### src/rtl/core/bfs_pkg.sv
package bfs_pkg;

  // Default width of the count and of every factor
  localparam int unsigned COUNT_WIDTH_DEF = 16;

  // Dimension register
  localparam int unsigned DIMS_W = 2;
  localparam logic [DIMS_W-1:0] DIMS_RESET = 2'd2;
  localparam logic [DIMS_W-1:0] DIMS_THREE = 2'd3;

endpackage

### src/rtl/core/bfs_sdiv.sv
module bfs_sdiv #(
  parameter int unsigned Width = bfs_pkg::COUNT_WIDTH_DEF
) (
  input  logic             clk_i,
  input  logic             rst_ni,
  input  logic             start_i,
  input  logic [Width-1:0] dividend_i,
  input  logic [Width-1:0] divisor_i,
  output logic             done_o,
  output logic [Width-1:0] quot_o,
  output logic [Width-1:0] rem_o
);

  localparam int unsigned CntW = $clog2(Width + 1);

  logic [CntW-1:0]  cnt_q, cnt_d;
  logic             done_q, done_d;
  logic [Width-1:0] rem_q, rem_d;
  logic [Width-1:0] dvd_q, dvd_d;
  logic [Width-1:0] dvs_q, dvs_d;
  logic [Width:0]   shifted;
  logic [Width:0]   diff;
  logic             ge;
  logic             busy;

  assign busy = (cnt_q != '0);

  // One restoring step: bring in the next dividend bit, subtract if it fits
  assign shifted = {rem_q, dvd_q[Width-1]};
  assign diff    = shifted - {1'b0, dvs_q};
  assign ge      = ~diff[Width];

  always_comb begin
    cnt_d  = cnt_q;
    done_d = 1'b0;
    rem_d  = rem_q;
    dvd_d  = dvd_q;
    dvs_d  = dvs_q;
    if (start_i) begin
      cnt_d = CntW'(Width);
      rem_d = '0;
      dvd_d = dividend_i;
      dvs_d = divisor_i;
    end else if (busy) begin
      cnt_d = cnt_q - CntW'(1);
      rem_d = ge ? diff[Width-1:0] : shifted[Width-1:0];
      dvd_d = {dvd_q[Width-2:0], ge};
      if (cnt_q == CntW'(1)) begin
        done_d = 1'b1;
      end
    end
  end

  // Hold the step count and the done pulse
  always_ff @(posedge clk_i or negedge rst_ni) begin
    if (!rst_ni) begin
      cnt_q  <= '0;
      done_q <= 1'b0;
    end else begin
      cnt_q  <= cnt_d;
      done_q <= done_d;
    end
  end

  // Shift the partial remainder and quotient
  always_ff @(posedge clk_i) begin
    rem_q <= rem_d;
    dvd_q <= dvd_d;
    dvs_q <= dvs_d;
  end

  assign done_o = done_q;
  assign quot_o = dvd_q;
  assign rem_o  = rem_q;

  a_start_idle: assert property (@(posedge clk_i) disable iff (!rst_ni)
    start_i |-> !busy)
    else $error("divider started while busy");

  a_start_load: assert property (@(posedge clk_i) disable iff (!rst_ni)
    start_i |=> cnt_q == CntW'(Width))
    else $error("divider did not load its step count");

  a_done_idle: assert property (@(posedge clk_i) disable iff (!rst_ni)
    done_q |-> cnt_q == '0)
    else $error("divider done while still stepping");

  a_rem_small: assert property (@(posedge clk_i) disable iff (!rst_ni)
    done_q && (dvs_q != '0) |-> rem_q < dvs_q)
    else $error("remainder not below divisor");

endmodule

### src/rtl/core/balanced_factor_split_unit.sv
// Splits a count n into a near-balanced grid by trial division. With dims = 3
// the first factor is the largest divisor r >= 2 of n with r*r*r <= n (else 1),
// and n/r is then split the two-dimensional way into factors b and c; with any
// other dims value the first factor is the largest divisor r >= 2 with r*r <= n
// (else 1), b = n/r and c = 1. One item is worked on at a time. Every candidate
// divisor costs one pass of the bit-serial divider, and the candidates run from
// 2 up to the square or cube root of the number being split; each search ends
// with one more divider pass for the quotient. With the default 16-bit count a
// prime near 65535 in three-dimension mode runs about 295 divider passes. A new
// count is taken while an earlier result still waits on the output. Writes to
// dims apply to the next accepted count.
module balanced_factor_split_unit #(
  parameter int unsigned CountWidth = bfs_pkg::COUNT_WIDTH_DEF
) (
  input  logic                      clk_i,
  input  logic                      rst_ni,
  // configuration
  input  logic                      cfg_valid_i,
  output logic                      cfg_ready_o,
  input  logic [bfs_pkg::DIMS_W-1:0] cfg_data_i,
  // input beat
  input  logic                      in_valid_i,
  output logic                      in_ready_o,
  input  logic [CountWidth-1:0]     count_i,
  // output beat
  output logic                      out_valid_o,
  input  logic                      out_ready_i,
  output logic [CountWidth-1:0]     factor_a_o,
  output logic [CountWidth-1:0]     factor_b_o,
  output logic [CountWidth-1:0]     factor_c_o
);

  localparam int unsigned W  = CountWidth;
  localparam int unsigned PW = CountWidth + 3;

  localparam logic [2:0] S_IDLE  = 3'd0;
  localparam logic [2:0] S_CHECK = 3'd1;
  localparam logic [2:0] S_MOD   = 3'd2;
  localparam logic [2:0] S_QDIV  = 3'd3;
  localparam logic [2:0] S_LOAD  = 3'd4;

  logic [2:0]                 state_q, state_d;
  logic [bfs_pkg::DIMS_W-1:0] dims_q;
  logic                       mode3_q, mode3_d;
  logic                       cube_q, cube_d;
  logic                       phase_q, phase_d;
  logic                       out_valid_q, out_valid_d;

  logic [W-1:0]  x_q, x_d;
  logic [W-1:0]  cand_q, cand_d;
  logic [W-1:0]  best_q, best_d;
  logic [W-1:0]  r1_q, r1_d;
  logic [PW-1:0] sq_q, sq_d;
  logic [PW-1:0] cb_q, cb_d;
  logic [W-1:0]  res_a_q, res_a_d;
  logic [W-1:0]  res_b_q, res_b_d;
  logic [W-1:0]  res_c_q, res_c_d;
  logic [W-1:0]  fa_q, fa_d;
  logic [W-1:0]  fb_q, fb_d;
  logic [W-1:0]  fc_q, fc_d;

  logic [PW-1:0] pw;
  logic          over;
  logic          div_start;
  logic [W-1:0]  div_dvs;
  logic          div_done;
  logic [W-1:0]  div_quot;
  logic [W-1:0]  div_rem;
  logic          out_free;

  assign cfg_ready_o = 1'b1;
  assign in_ready_o  = (state_q == S_IDLE);
  assign out_free    = !out_valid_q || out_ready_i;

  // Bound test on the current candidate
  assign pw   = cube_q ? cb_q : sq_q;
  assign over = pw > PW'(x_q);

  // Divide by the candidate, or by the best divisor once the bound is passed
  assign div_start = (state_q == S_CHECK);
  assign div_dvs   = over ? best_q : cand_q;

  bfs_sdiv #(
    .Width(W)
  ) u_sdiv (
    .clk_i     (clk_i),
    .rst_ni    (rst_ni),
    .start_i   (div_start),
    .dividend_i(x_q),
    .divisor_i (div_dvs),
    .done_o    (div_done),
    .quot_o    (div_quot),
    .rem_o     (div_rem)
  );

  // Sequence the searches and quotient divisions
  always_comb begin
    state_d     = state_q;
    mode3_d     = mode3_q;
    cube_d      = cube_q;
    phase_d     = phase_q;
    out_valid_d = out_valid_q;
    x_d         = x_q;
    cand_d      = cand_q;
    best_d      = best_q;
    r1_d        = r1_q;
    sq_d        = sq_q;
    cb_d        = cb_q;
    res_a_d     = res_a_q;
    res_b_d     = res_b_q;
    res_c_d     = res_c_q;
    fa_d        = fa_q;
    fb_d        = fb_q;
    fc_d        = fc_q;

    if (out_valid_q && out_ready_i) begin
      out_valid_d = 1'b0;
    end

    unique case (state_q)
      S_IDLE: begin
        if (in_valid_i) begin
          x_d     = count_i;
          mode3_d = (dims_q == bfs_pkg::DIMS_THREE);
          cube_d  = (dims_q == bfs_pkg::DIMS_THREE);
          phase_d = 1'b0;
          cand_d  = W'(2);
          best_d  = W'(1);
          sq_d    = PW'(4);
          cb_d    = PW'(8);
          state_d = S_CHECK;
        end
      end
      S_CHECK: begin
        state_d = over ? S_QDIV : S_MOD;
      end
      S_MOD: begin
        if (div_done) begin
          if (div_rem == '0) begin
            best_d = cand_q;
          end
          // advance to the next candidate and its square and cube
          cand_d  = cand_q + W'(1);
          sq_d    = sq_q + (PW'(cand_q) << 1) + PW'(1);
          cb_d    = cb_q + (sq_q << 1) + sq_q + (PW'(cand_q) << 1) + PW'(cand_q)
                    + PW'(1);
          state_d = S_CHECK;
        end
      end
      S_QDIV: begin
        if (div_done) begin
          if (phase_q) begin
            res_a_d = r1_q;
            res_b_d = best_q;
            res_c_d = div_quot;
            state_d = S_LOAD;
          end else if (mode3_q) begin
            // split the quotient the two-dimensional way
            r1_d    = best_q;
            x_d     = div_quot;
            phase_d = 1'b1;
            cube_d  = 1'b0;
            cand_d  = W'(2);
            best_d  = W'(1);
            sq_d    = PW'(4);
            cb_d    = PW'(8);
            state_d = S_CHECK;
          end else begin
            res_a_d = best_q;
            res_b_d = div_quot;
            res_c_d = W'(1);
            state_d = S_LOAD;
          end
        end
      end
      S_LOAD: begin
        if (out_free) begin
          fa_d        = res_a_q;
          fb_d        = res_b_q;
          fc_d        = res_c_q;
          out_valid_d = 1'b1;
          state_d     = S_IDLE;
        end
      end
      default: begin
        state_d = S_IDLE;
      end
    endcase
  end

  // Hold control state and the dims register
  always_ff @(posedge clk_i or negedge rst_ni) begin
    if (!rst_ni) begin
      state_q     <= S_IDLE;
      dims_q      <= bfs_pkg::DIMS_RESET;
      mode3_q     <= 1'b0;
      cube_q      <= 1'b0;
      phase_q     <= 1'b0;
      out_valid_q <= 1'b0;
    end else begin
      state_q     <= state_d;
      mode3_q     <= mode3_d;
      cube_q      <= cube_d;
      phase_q     <= phase_d;
      out_valid_q <= out_valid_d;
      if (cfg_valid_i) begin
        dims_q <= cfg_data_i;
      end
    end
  end

  // Hold the search and result payload
  always_ff @(posedge clk_i) begin
    x_q     <= x_d;
    cand_q  <= cand_d;
    best_q  <= best_d;
    r1_q    <= r1_d;
    sq_q    <= sq_d;
    cb_q    <= cb_d;
    res_a_q <= res_a_d;
    res_b_q <= res_b_d;
    res_c_q <= res_c_d;
    fa_q    <= fa_d;
    fb_q    <= fb_d;
    fc_q    <= fc_d;
  end

  assign out_valid_o = out_valid_q;
  assign factor_a_o  = fa_q;
  assign factor_b_o  = fb_q;
  assign factor_c_o  = fc_q;

  a_done_wait: assert property (@(posedge clk_i) disable iff (!rst_ni)
    div_done |-> state_q == S_MOD || state_q == S_QDIV)
    else $error("divider finished outside a wait state");

  a_cand_min: assert property (@(posedge clk_i) disable iff (!rst_ni)
    state_q == S_CHECK |-> cand_q >= W'(2) && best_q < cand_q)
    else $error("candidate or best divisor out of order");

  a_factor_a: assert property (@(posedge clk_i) disable iff (!rst_ni)
    out_valid_o |-> factor_a_o != '0)
    else $error("first factor is zero");

  a_load_free: assert property (@(posedge clk_i) disable iff (!rst_ni)
    state_q == S_LOAD && out_valid_q && !out_ready_i |=> state_q == S_LOAD)
    else $error("result dropped while output was full");

endmodule

### config.mk
export PLATFORM = sky130hd
export DESIGN_NAME = balanced_factor_split_unit
export DESIGN_NICKNAME = d
export VERILOG_FILES = /design/src/rtl/core/bfs_pkg.sv /design/src/rtl/core/bfs_sdiv.sv /design/src/rtl/core/balanced_factor_split_unit.sv
export SDC_FILE = /design/constraint.sdc
export NUM_CORES = 1
export LEC_CHECK = 0
export BUFFER_PORTS_ARGS = -buffer_cell sky130_fd_sc_hd__clkbuf_2
export CAP_MARGIN = 10
export CORE_UTILIZATION = 29
export DETAILED_ROUTE_END_ITERATION = 10
export HOLD_SLACK_MARGIN = 0.05
export PLACE_DENSITY = 0.55
export SLEW_MARGIN = 20
export SYNTH_ARGS = -nofsm -noshare
export SYNTH_HDL_FRONTEND = slang
export SYNTH_SLANG_ARGS = --single-unit
### constraint.sdc
create_clock -name clk_i -period 4.2 [get_ports clk_i]
set_input_delay 0.84 -clock clk_i [delete_from_list [all_inputs] [get_ports clk_i]]
set_output_delay 0.84 -clock clk_i [all_outputs]
set_load 0.02 [all_outputs]
# Word-level counts from Yosys, hierarchy flattened
# Cells that the tools add are included.
# word_totals
reg_bits,261
in_bits,23
out_inout_bits,51
# op_classes
addsub,10
order_cmp,1
n_eq_ne,14
mux,67
bitwise,2
reduce_logical,18
# op_table
operator,count
$mux 16,25
$mux 19,11
$pmux 19 s3,2
$pmux 16 s3,2
$add 19x1->19 const B,2
$add 19x17->19,2
$add 19x19->19,2
$pmux 16 s2,1
$add 19x16->19,1
$gt 19x16->1,1
$mux 3,6
$sub 17x16->17,1
$add 16x1->16 const B,1
$logic_not 16->1,1
$mux 1,15
$pmux 3 s5,1
$mux 5,2
$ne 2x2->1 const B,5
$reduce_and 4->1,2
$reduce_and 7->1,1
$eq 3x2->1 const B,2
$ne 2x1->1 const B,3
$reduce_and 3->1,2
$reduce_and 6->1,1
16 further kinds,20

# Depth between registers and ports, before layout
# depth
depth_word,7
ltp_mapped,16

# Modules after synthesis
# From an unflattened synthesis, not the netlist that was laid out.
# unflattened
hier_cells,1247
hier_area_um2,14918.1
# modules_own_cells
module,instances,cells_per_inst,area_per_inst_um2,seq_area_each_um2
balanced_factor_split_unit,1,932,11671.2,6172.2
bfs_sdiv,1,315,3246.9,1431.4

# Least setup slack after synthesis
# Ideal clock, no wire load.
# synth_timing
kind,reg-to-reg
from,register cand_q[2]
to,"register cb_q[14], data pin"
arrival_ps,4032
required_time_ps,3931
path_slack_ps,-101
stages_incl_launch_ff,16
path_buffers,0
period_less_slack_ps,4301
path_cell_list,edfxtp_1 inv_1 fa_1 inv_1 fa_1 inv_1 fa_1 inv_1 ha_1 fa_1 a211oi_1 o21bai_1 a221oi_2 o21ai_0 a211o_1 nor3b_1
# synth_via
elab_chain_cells,5
# synth_lines
element,line,rtl
start: declaration,balanced_factor_split_unit.sv:50,"logic [W-1:0] cand_q, cand_d;"
start signal: assignment,balanced_factor_split_unit.sv:215,cand_q <= cand_d;
$add 19x17->19,balanced_factor_split_unit.sv:145,cb_d = cb_q + (sq_q << 1) + sq_q + (PW'(cand_q) << 1) + PW'(cand_q)
$add 19x16->19 (*),balanced_factor_split_unit.sv:145,
$add 19x1->19 (*),balanced_factor_split_unit.sv:146,+ PW'(1);
$mux 19 (*),balanced_factor_split_unit.sv:138,if (div_done) begin
$pmux 19 s3 (*),balanced_factor_split_unit.sv:120,unique case (state_q)
end signal: assignment,balanced_factor_split_unit.sv:219,cb_q <= cb_d;
end: declaration,balanced_factor_split_unit.sv:54,"logic [PW-1:0] cb_q, cb_d;"
# Mark *: on every way between the ends. The rest lies on a longest branch, timed or not. The select of a mux whose other input is x is not followed.
# A chain may end at the register's enable or synchronous reset.

# Worst setup path in the final report
# Ends and elaborated chain as after synthesis.

==> summary.txt <==
Cells and area
  • Commonest non-fill, non-tap cell in the layout: edfxtp_1
  • Inserted Diodes: 0
  • Filler cells: 4931
  • Layout Area Growth over Synthesis: 18.0%
  • Commonest non-fill, non-tap cells in the layout: edfxtp_1 (230), inv_1 (169), nor2_1 (91), ha_1 (85), clkbuf_2 (72)
  • Storage cell area: ~7600 µm²
  • Multi-input gate area: 6220 µm²
  • Final nets: 1514
  • Final Util: approximately a third
  • Layout cells sized above 1: 20.6%

Logic synthesis
  • Synth Area in Compound Gates: 8.93%
  • Largest family of logic cells by synthesized area: adder cells
  • Post-Synth XOR/XNOR Area: 3.36%
  • Mux share of post-synthesis cell area: 6.21%
  • Simple-gate share of the synthesized area: 9.24%
  • Syn Nets: 1385
  • Yosys warning total: 0
  • Cell area after synthesis: 14600 µm²
  • EDFF count, synth: 230
  • Top cells by area, synth: edfxtp_1 (47%), ha_1 (7.4%), fa_1 (7.0%)
  • Seq/Total Area, Yosys: 52.3%
  • Yosys top cell by area: edfxtp_1
  • Average size of a mapped cell: 11.9 µm²
  • Post-synth ARST share: 5.75%
  • Area share of fa/ha/maj cells after synthesis: 14.4%
  • Share of the synthesized area in the top cell type: a little under half
  • Distinct cells, synth: 75
  • Synth Flop Type: edfxtp_1
  • Synth Register Bits: 261
  • Mapped Cells: ~1.2k

STA
  • Tcrit/Tclk final: 101%
  • Post-route minimum period: 4.25 ns
  • Final clock skew: 0.0252 ns
  • Fin Setup TNS: -0.0734 ns
  • Slew Limit Fails: 0
  • Slew of the pin with the lowest slew margin: 0.993 ns
  • Fmax: 0.235 GHz
  • RSZ-0062 raised after global routing: yes
  • Hold Worst Slack: 0.202 ns
  • Worst setup margin: -0.0540 ns
  • Slew headroom: 33.8%
  • Final setup violation count: 3
  • Final hold vios: 0

Global routing
  • Largest net degree at the start of global routing: 52
  • GRT overflow: 0
  • Antenna violations before repair: 0
  • Vias in the first global route: 9073
  • Tot GR Track Use: 12.5%
  • First-pass GRT wire length: 50.1 mm

Pwr
  • Static leakage: slightly above 7 nW
  • Power per cell area: 787 nW/µm²
  • Reg power frac: 30.1%
  • VDD IR max: 313 µV
  • Power share of the clock group: 20.0%
  • Logic gate share of total power: 49.8%
  • Net Sw Frac: approximately two fifths
  • P_sw: just over 5 mW
  • Pint: 8.31 mW

Status
  • Failing checks: negative setup slack
  • Run status: complete, but fails checks

Route
  • Via density: 4.49
  • WL/cell: 15.4 µm
  • DRC: 0
  • Final ANT Viol Nets: 0
  • Post-Route WL: 31.4 mm
  • Initial DRC count: 551
  • Total number of vias: 9164
  • DR pass1 iterations: 5

CTS
  • CTS Hold Buffers Added: 0
  • CTS tree: built
  • Reg clk slew, reported paths: 0.07 ns
  • Clk buf depth: 3
  • Worst skew pair latency: around 0.57 ns
  • TritonCTS buffer count: 28
  • H-tree levels: 1
  • Clock Sinks: 261
  • Root buf cell: clkbuf_16

Min path
  • Hold WC Path Type: input port to async pin

Die
  • I/O Pins: 74
  • Site row count: 81
  • Initial Util: 29.5%
  • Die Y-Extent: about 230 µm
  • Chip Width: 226 µm
  • Die area: ~51000 µm²
  • Core area: 49300 µm²

Critical path
  • Worst endpoint data arrival time: 4.52 ns
  • Worst Setup End Kind: flop
  • Crit path launch type: flop
  • Crit-path cells: inv_2, buf_4, fa_1, inv_1, fa_1, inv_1, fa_1, inv_2, fa_2, a211oi_4, o21bai_2, a221oi_2, buf_4, buf_4, o21ai_2, a211o_1, nor3b_2
  • Slowest cell delay on critical path: 0.53 ns
  • Slowest library cell on the worst path: fa_1
  • CP required: between 4 and 5 ns
  • Crit-path max FO: 3
  • Crit Path Category: flop to flop

Placed design
  • IO buf count: between 70 and 80
  • Dpl hpwl: 23.8 mm
  • Placer Congestion: 0.837

Run
  • Number of max-cap violations: 0
-- path summary, 6_finish.rpt --
| kind | startpoint | endpoint | slack (ns) | depth (start not counted) |
|---|---|---|---|---|
| max | cand_q[2] | cb_q[14] | -0.05 | 17 |
| max reg2reg | cand_q[2] | cb_q[14] | -0.05 | 17 |
| min in group clk_i | res_a_q[14] | factor_a_o[14] | 0.42 | 0 |
| max in group asynchronous | rst_ni | dims_q[1] | 3.69 | 1 |
| min reg2reg | res_a_q[14] | factor_a_o[14] | 0.42 | 0 |
| min | rst_ni | dims_q[0] | 0.20 | 1 |
-- per-layer routing --
layer | global-route usage (%) | vias to the layer above | part of all wire (%)
li1 | - | 4532 | -
met2 | 21.0 | 195 | 48
met4 | 3.47 | 0 | 1.9
met3 | 1.47 | 30 | 4.0
met1 | 16.9 | 4407 | 46
met5 | 0 | - | 0
-- synth_stat cells, types with 6 or more instances --
cell        n
edfxtp_1  230
ha_1       86
fa_1       51
a21oi_1    45
nor3_1     14
mux2i_1    16
nand2_1    71
nor2_1     93
mux2_1      9
dfrtp_1    14
a21o_1     16
o21a_1     11
and3_1     11
nand4_1     6
mux2_2     57
inv_1     174
clkbuf_1   26
and2_1     21
nand3_1    13
xor2_1     18
nor4_1     11
dfxtp_1    16
o21ai_0    69
a211oi_1    7
xnor2_1    36
nor2b_1     8
-- through the flow --
step,cells,area [µm²],power (mW),worst slack [ns]
3_3_place_gp,1979,16000,10.5,-0.0561
3_5_place_dp,1979,16000,10.6,-0.136
4_1_cts,2036,17100,13.5,-0.0103
6_report,2039,17200,13.5,-0.0540
2_1_floorplan,1225,14600,8.97,0.0224
5_1_grt,2039,17200,14.6,-0.173
-- sequential cells by signal, indices dropped and copies added (netlist names), 2 cells and up --
name / count
sq_q: 19
res_a_q: 16
factor_b_o: 16
u_sdiv.dvs_q: 16
r1_q: 16
u_sdiv.cnt_q: 5
cand_q: 16
res_b_q: 16
u_sdiv.quot_o: 16
dims_q: 2
state_q: 3
factor_a_o: 16
x_q: 16
res_c_q: 16
u_sdiv.rem_o: 16
best_q: 16
factor_c_o: 16
cb_q: 19
-- critical path: cells and delay by family, from the launching register on --
| kind | cells | cell delay, ns |
|---|---|---|
| compound gates | 5 | 0.91 |
| fa+ha+maj | 4 | 1.92 |
| buf+inv | 7 | 0.62 |
| flops | 1 | 0.37 |
| simple gates | 1 | 0.15 |
-- area by class of cell --
type,instances,share of cell area (%)
multi-input cells,755,36.3
repair buffers,133,4.84
inverters,175,3.83
well taps,664,4.84
clock buffers,29,4.10
clock inverters,22,1.82
flip-flops and latches,261,44.3
-- power by group through the flow --
| stage | sequential [mW] | clock, mW | combinational [mW] |
|---|---|---|---|
| after global placement | 4.12 | 0 | 6.34 |
| after floorplan | 3.99 | 0 | 4.98 |
| final | 4.07 | 2.71 | 6.73 |
| after detailed placement | 4.13 | 0 | 6.43 |
| after CTS | 4.08 | 2.77 | 6.62 |
| after global routing | 4.15 | 2.87 | 7.59 |
-- cell families after synthesis --
group,after synthesis
AND/OR/NAND/NOR,279
flip-flops,261
buffers and inverters,209
AO/OA/AOI/OAI,201
adder cells (fa/ha/maj),137
multiplexers,82
XOR/XNOR,55
other,1
-- repair_timing --
item	in CTS	in global routing
setup endpoints to repair	7	8
buffers inserted	6	3
pin swaps	10	11
gates resized for setup	9	8
Power figures use the tool's default switching activity.
